File: config.mk
export PLATFORM = sky130hd
export DESIGN_NAME = bnms_iou
export DESIGN_NICKNAME = d
export VERILOG_FILES = /design/src/hdl/bnms_pkg.sv /design/src/hdl/bnms_iou.sv
export SDC_FILE = /design/constraint.sdc
export NUM_CORES = 2
export LEC_CHECK = 0
export BUFFER_PORTS_ARGS = -buffer_cell sky130_fd_sc_hd__buf_2
export CAP_MARGIN = 20
export CORE_ASPECT_RATIO = 1.4
export CORE_MARGIN = 2
export CORE_UTILIZATION = 30
export DETAILED_ROUTE_END_ITERATION = 8
export SETUP_SLACK_MARGIN = 0.2
export SKIP_CTS_REPAIR_TIMING = 1
export SYNTH_ARGS = -nofsm -noshare
export SYNTH_HDL_FRONTEND = slang
export SYNTH_SLANG_ARGS = --single-unit
File: constraint.sdc
create_clock -name clk -period 7.9 [get_ports clk]
set_input_delay 1.185 -clock clk [delete_from_list [all_inputs] [get_ports clk]]
set_output_delay 1.185 -clock clk [all_outputs]
set_load 0.02 [all_outputs]
File: src/hdl/bnms_pkg.sv
`default_nettype none
package bnms_pkg;

	// field widths
	localparam int unsigned COORD_W   = 16;
	localparam int unsigned SCORE_W   = 16;
	localparam int unsigned THR_W     = 16;
	localparam int unsigned SPAN_W    = COORD_W + 1;
	localparam int unsigned AREA_W    = 33;
	localparam int unsigned UNION_W   = AREA_W + 1;
	localparam int unsigned PROD_W    = UNION_W + THR_W;
	localparam int unsigned CORNER_W  = 4 * COORD_W;
	localparam int unsigned IDX_W     = 6;
	localparam int unsigned IN_DATA_W = 80;
	localparam int unsigned OUT_DATA_W = 8;

	localparam int unsigned MAX_BOXES_DEF = 64;
	localparam logic [THR_W-1:0] THR_RESET = 16'd32768;

	// controller states
	typedef enum logic [2:0] {
		ST_LOAD,
		ST_SCAN,
		ST_PICK,
		ST_FETCH,
		ST_SUPP,
		ST_DRAIN,
		ST_EMIT
	} bnms_state_t;

	// valid flag and slot index travelling with an overlap test
	typedef struct packed {
		logic             vld;
		logic [IDX_W-1:0] idx;
	} bnms_tag_t;

	// inclusive span length, zero when inverted
	function automatic logic [SPAN_W-1:0] span_len(input logic [COORD_W-1:0] lo,
			input logic [COORD_W-1:0] hi);
		logic [SPAN_W-1:0] d;
		d = {1'b0, hi} - {1'b0, lo} + SPAN_W'(1);
		return (hi >= lo) ? d : '0;
	endfunction

endpackage
`default_nettype wire

File: src/hdl/bnms_iou.sv
`default_nettype none
// Pipelined overlap test: flags a box whose IoU with the picked box
// exceeds the threshold. Four register stages.
module bnms_iou (
	input  wire logic                          clk,
	input  wire logic                          arst_n,
	input  wire bnms_pkg::bnms_tag_t           tag,
	input  wire logic [bnms_pkg::CORNER_W-1:0] corner_b,
	input  wire logic [bnms_pkg::AREA_W-1:0]   area_b,
	input  wire logic [bnms_pkg::CORNER_W-1:0] corner_i,
	input  wire logic [bnms_pkg::AREA_W-1:0]   area_i,
	input  wire logic [bnms_pkg::THR_W-1:0]    thr,
	output bnms_pkg::bnms_tag_t                kill,
	output logic                               busy
);
	import bnms_pkg::*;

	bnms_tag_t tag_s1, tag_s2, tag_s3, tag_s4;
	logic [SPAN_W-1:0]  w_s1, h_s1;
	logic [UNION_W-1:0] sum_s1, sum_s2;
	logic [AREA_W-1:0]  inter_s2, inter_s3, inter_s4;
	logic [UNION_W-1:0] uni_s3;
	logic [PROD_W-1:0]  prod_s4;

	logic [COORD_W-1:0] lx, ly, hx, hy;
	logic [2*SPAN_W-1:0] wh;

	// intersection corners
	always_comb begin
		lx = (corner_b[15:0]  > corner_i[15:0])  ? corner_b[15:0]  : corner_i[15:0];
		ly = (corner_b[31:16] > corner_i[31:16]) ? corner_b[31:16] : corner_i[31:16];
		hx = (corner_b[47:32] < corner_i[47:32]) ? corner_b[47:32] : corner_i[47:32];
		hy = (corner_b[63:48] < corner_i[63:48]) ? corner_b[63:48] : corner_i[63:48];
		wh = w_s1 * h_s1;
	end

	// valid chain
	always_ff @(posedge clk or negedge arst_n) begin
		if (!arst_n) begin
			tag_s1 <= '0;
			tag_s2 <= '0;
			tag_s3 <= '0;
			tag_s4 <= '0;
		end else begin
			tag_s1 <= tag;
			tag_s2 <= tag_s1;
			tag_s3 <= tag_s2;
			tag_s4 <= tag_s3;
		end
	end

	// arithmetic stages
	always_ff @(posedge clk) begin
		w_s1     <= span_len(lx, hx);
		h_s1     <= span_len(ly, hy);
		sum_s1   <= UNION_W'(area_b) + UNION_W'(area_i);
		inter_s2 <= wh[AREA_W-1:0];
		sum_s2   <= sum_s1;
		uni_s3   <= sum_s2 - UNION_W'(inter_s2);
		inter_s3 <= inter_s2;
		prod_s4  <= PROD_W'(thr) * PROD_W'(uni_s3);
		inter_s4 <= inter_s3;
	end

	always_comb begin
		kill.idx = tag_s4.idx;
		kill.vld = tag_s4.vld && ({1'b0, inter_s4, 16'b0} > prod_s4);
		busy     = tag_s1.vld | tag_s2.vld | tag_s3.vld | tag_s4.vld;
	end

endmodule
`default_nettype wire

==> results_dict.tcl <==
set metrics [dict create \
    synthArstFlopShare_pct 8.946 \
    antenna_found_initial 15 \
    synth.ff_latch_count 313 \
    period_needed_ns 7.256 \
    numClockSinks 313 \
    criticalPathCategory "primary input to flip-flop" \
    htreeDepth 2 \
    synth_edf_count 0 \
    status "completed" \
    drive_gt1_share_pct 9.441 \
    grt_start_max_net_pins 35 \
    overflow 0 \
    setup_violations 0 \
    fp.coreArea_sq_um 137400 \
    path_clk_slew_ns 0.06 \
    clk_latency_ns 0.57 \
    multi_input_area_sq_um 30990 \
    crit_required_ns 8.31 \
    io_buffers 226 \
    synthToLayoutAreaGrowth_pct 11.16 \
    dr.pass1.iters 5 \
    root_buffer "clkbuf_16" \
    ys_seq_area_share_pct 15.42 \
    end_kind "flip-flop" \
    fp.dieW_um 318.5 \
    grt_first_pass_wirelength_mm 175.5 \
    skew_ns 0.03418 \
    rr_worst_depth 22 \
    avgSynthCellArea_sq_um 9.142 \
    rsz0062_at_grt "no" \
    ys_types 80 \
    cp-endpoint "prod_s4[49]" \
    relSlewSlack_pct 31.69 \
    cp-start-kind "primary input" \
    hold_viol 0 \
    clk_path_buf_depth 3 \
    yosys_warnings 0 \
    max_freq_ghz 0.1378 \
    crit_path_start "thr[1]" \
    start_util_pct 30.23 \
    globalplace.congestion 0.8960 \
    cts_tree "done" \
    grt_pass1_vias 33430 \
    timing.hold.ws_ns 0.3087 \
    drc_errors 0 \
    drv_slew 0 \
    track_usage_pct 15.48 \
    syn-num-nets 5902 \
    synth_top_area_share_pct 33.12 \
    synth_flop_cell "dfxtp_1" \
    reg2reg_from "uni_s3[19]" \
    cp_max_fo 23 \
    layout.nets 6091 \
    synth_area_leader_cell "fa_1" \
    drv_cap 0 \
    detail_route.wirelength_mm 107.0 \
    tightest_slew_ns 1.023 \
    ys_top_cells_by_area "fa_1, dfxtp_1, ha_1" \
    detail_route.vias_per_cell 4.664 \
    setup_tns_ns 0 \
    drt-initial-drc-count 1303 \
    hold_path_class "flip-flop to flip-flop" \
    via_count 30580 \
    r2r_slack_ns 0.94 \
    rows 161 \
    num-fill-cells 14300 \
    wire_per_inst_um 16.32 \
    die_area_sq_um 141500 \
    cts_buffers 35 \
    dp_hpwl_mm 90.03 \
    synthCells 4543 \
    netlist_area_sq_um 41530 \
    critical_path_arrival_ns 7.67 \
    worst_r2r_endpoint "prod_s4[49]" \
    min_period_over_period_pct 91.84 \
    seq_area_sq_um 6406 \
    io_pins 227 \
    ant_nets 0 \
    die_h_um 444.2 \
]
==> cell type report <==
cell class / instances / share of cell area (%)
timing repair buffer: 316 / 4.016
inverter: 937 / 7.618
tap: 1793 / 4.859
clock inverter: 19 / 0.4661
sequential: 313 / 13.88
clock buffer: 42 / 1.997
multi-input combinational: 3129 / 67.13
antenna: 7 / 0.03794
==> worst min path at each step <==
stage	from	end	slack [ns]	depth (start not counted)
final	inter_s3[21]	inter_s4[21]	0.31	0
after global routing	sum_s1[18]	sum_s2[18]	0.31	0
after CTS	inter_s3[21]	inter_s4[21]	0.30	0
after detailed placement	inter_s3[21]	inter_s4[21]	0.31	0
after global placement	inter_s3[29]	inter_s4[29]	0.31	0
after floorplan	inter_s3[0]	inter_s4[0]	0.31	0
==> stage by stage <==
step	setup slack [ns]	instances	area [sq um]	util, %
finish	0.6445	6556	46170	33.60
global route	0.2534	6553	46160	33.60
CTS	0.6884	6548	46140	33.59
detailed placement	0.1596	6487	45000	32.76
global placement	0.2459	6486	45000	32.75
floorplan	0.7499	4543	41530	-
==> synthesized netlist by cell type (all sizes together), types with 10 or more instances <==
cell / count
o21bai: 24
o21a: 27
a21oi: 161
xor2: 43
xnor2: 107
a31oi: 27
buf: 15
mux2: 35
and2: 309
inv: 937
nand4: 31
nand2: 615
o211ai: 10
nor3: 31
ha: 453
dfxtp: 285
a21o: 108
nor2: 106
clkbuf: 149
nor2b: 40
fa: 687
nand3: 27
nand2b: 18
o21ai: 91
dfrtp: 28
mux2i: 40
and3: 25
==> layout by cell type (no fill, tap or decap), types with 7 or more instances in the layout <==
master	count
inv_1	937
fa_1	687
nand2_1	615
ha_1	453
and2_1	309
dfxtp_1	285
buf_2	227
a21oi_1	157
xnor2_1	107
a21o_1	106
nor2_1	105
buf_4	85
o21ai_0	80
xor2_1	43
mux2i_1	40
nor2b_1	39
clkbuf_16	35
mux2_2	33
nand4_1	31
nor3_1	31
dfrtp_1	28
o21a_1	27
nand3_1	27
and3_1	25
a31oi_1	24
o21bai_1	23
nand2b_1	17
o211ai_1	10
diode_2	7
or3_1	7
a211oi_1	7
o21ai_1	7
==> worst max-delay path, stage by stage <==
cell	delay, ns
buf_2	0.48
nand2_1	0.17
fa_1	0.57
inv_1	0.06
fa_1	0.53
inv_1	0.05
fa_1	0.50
inv_1	0.06
fa_1	0.49
fa_1	0.49
inv_1	0.05
fa_1	0.47
inv_1	0.04
ha_1	0.33
a21oi_1	0.20
o21ai_0	0.13
a31oi_1	0.18
nor2_1	0.06
a2111oi_0	0.31
o21ai_1	0.15
buf_4	0.19
a31o_2	0.23
a211o_1	0.31
a2111oi_2	0.30
nor3b_1	0.08
==> registers in the layout (all words and copies together) (netlist names), 7 cells and up <==
| name | flops |
|---|---|
| uni_s3 | 34 |
| prod_s4 | 50 |
| sum_s2 | 34 |
| tag_s2 | 7 |
| inter_s2 | 33 |
| h_s1 | 17 |
| inter_s4 | 33 |
| sum_s1 | 34 |
| tag_s1 | 7 |
| inter_s3 | 33 |
| tag_s3 | 7 |
| w_s1 | 17 |
==> kinds of logic (layout without fill, tap and decap cells) <==
logic type,after synthesis,in the layout,synth area share [%]
simple gates,1243,1243,14.34
fa+ha+maj,1140,1140,46.76
buf+inv,1101,1314,10.06
compound gates,521,521,8.339
flops,313,313,15.42
xor+xnor,150,150,3.163
mux,75,75,1.913
other cells,0,7,0
==> routing by layer <==
layer  vias up  track usage [%]  routed length (um)
met5         -                0                 130
met4        20            4.860                3099
met3       199            2.172                5443
met2       798            28.43               54610
met1     15180            18.50               43680
li1      14380                -                   -
Power is left out: the tool's default activity adds up to more than one toggle a clock period on the data nets, which glitch-free logic cannot reach.
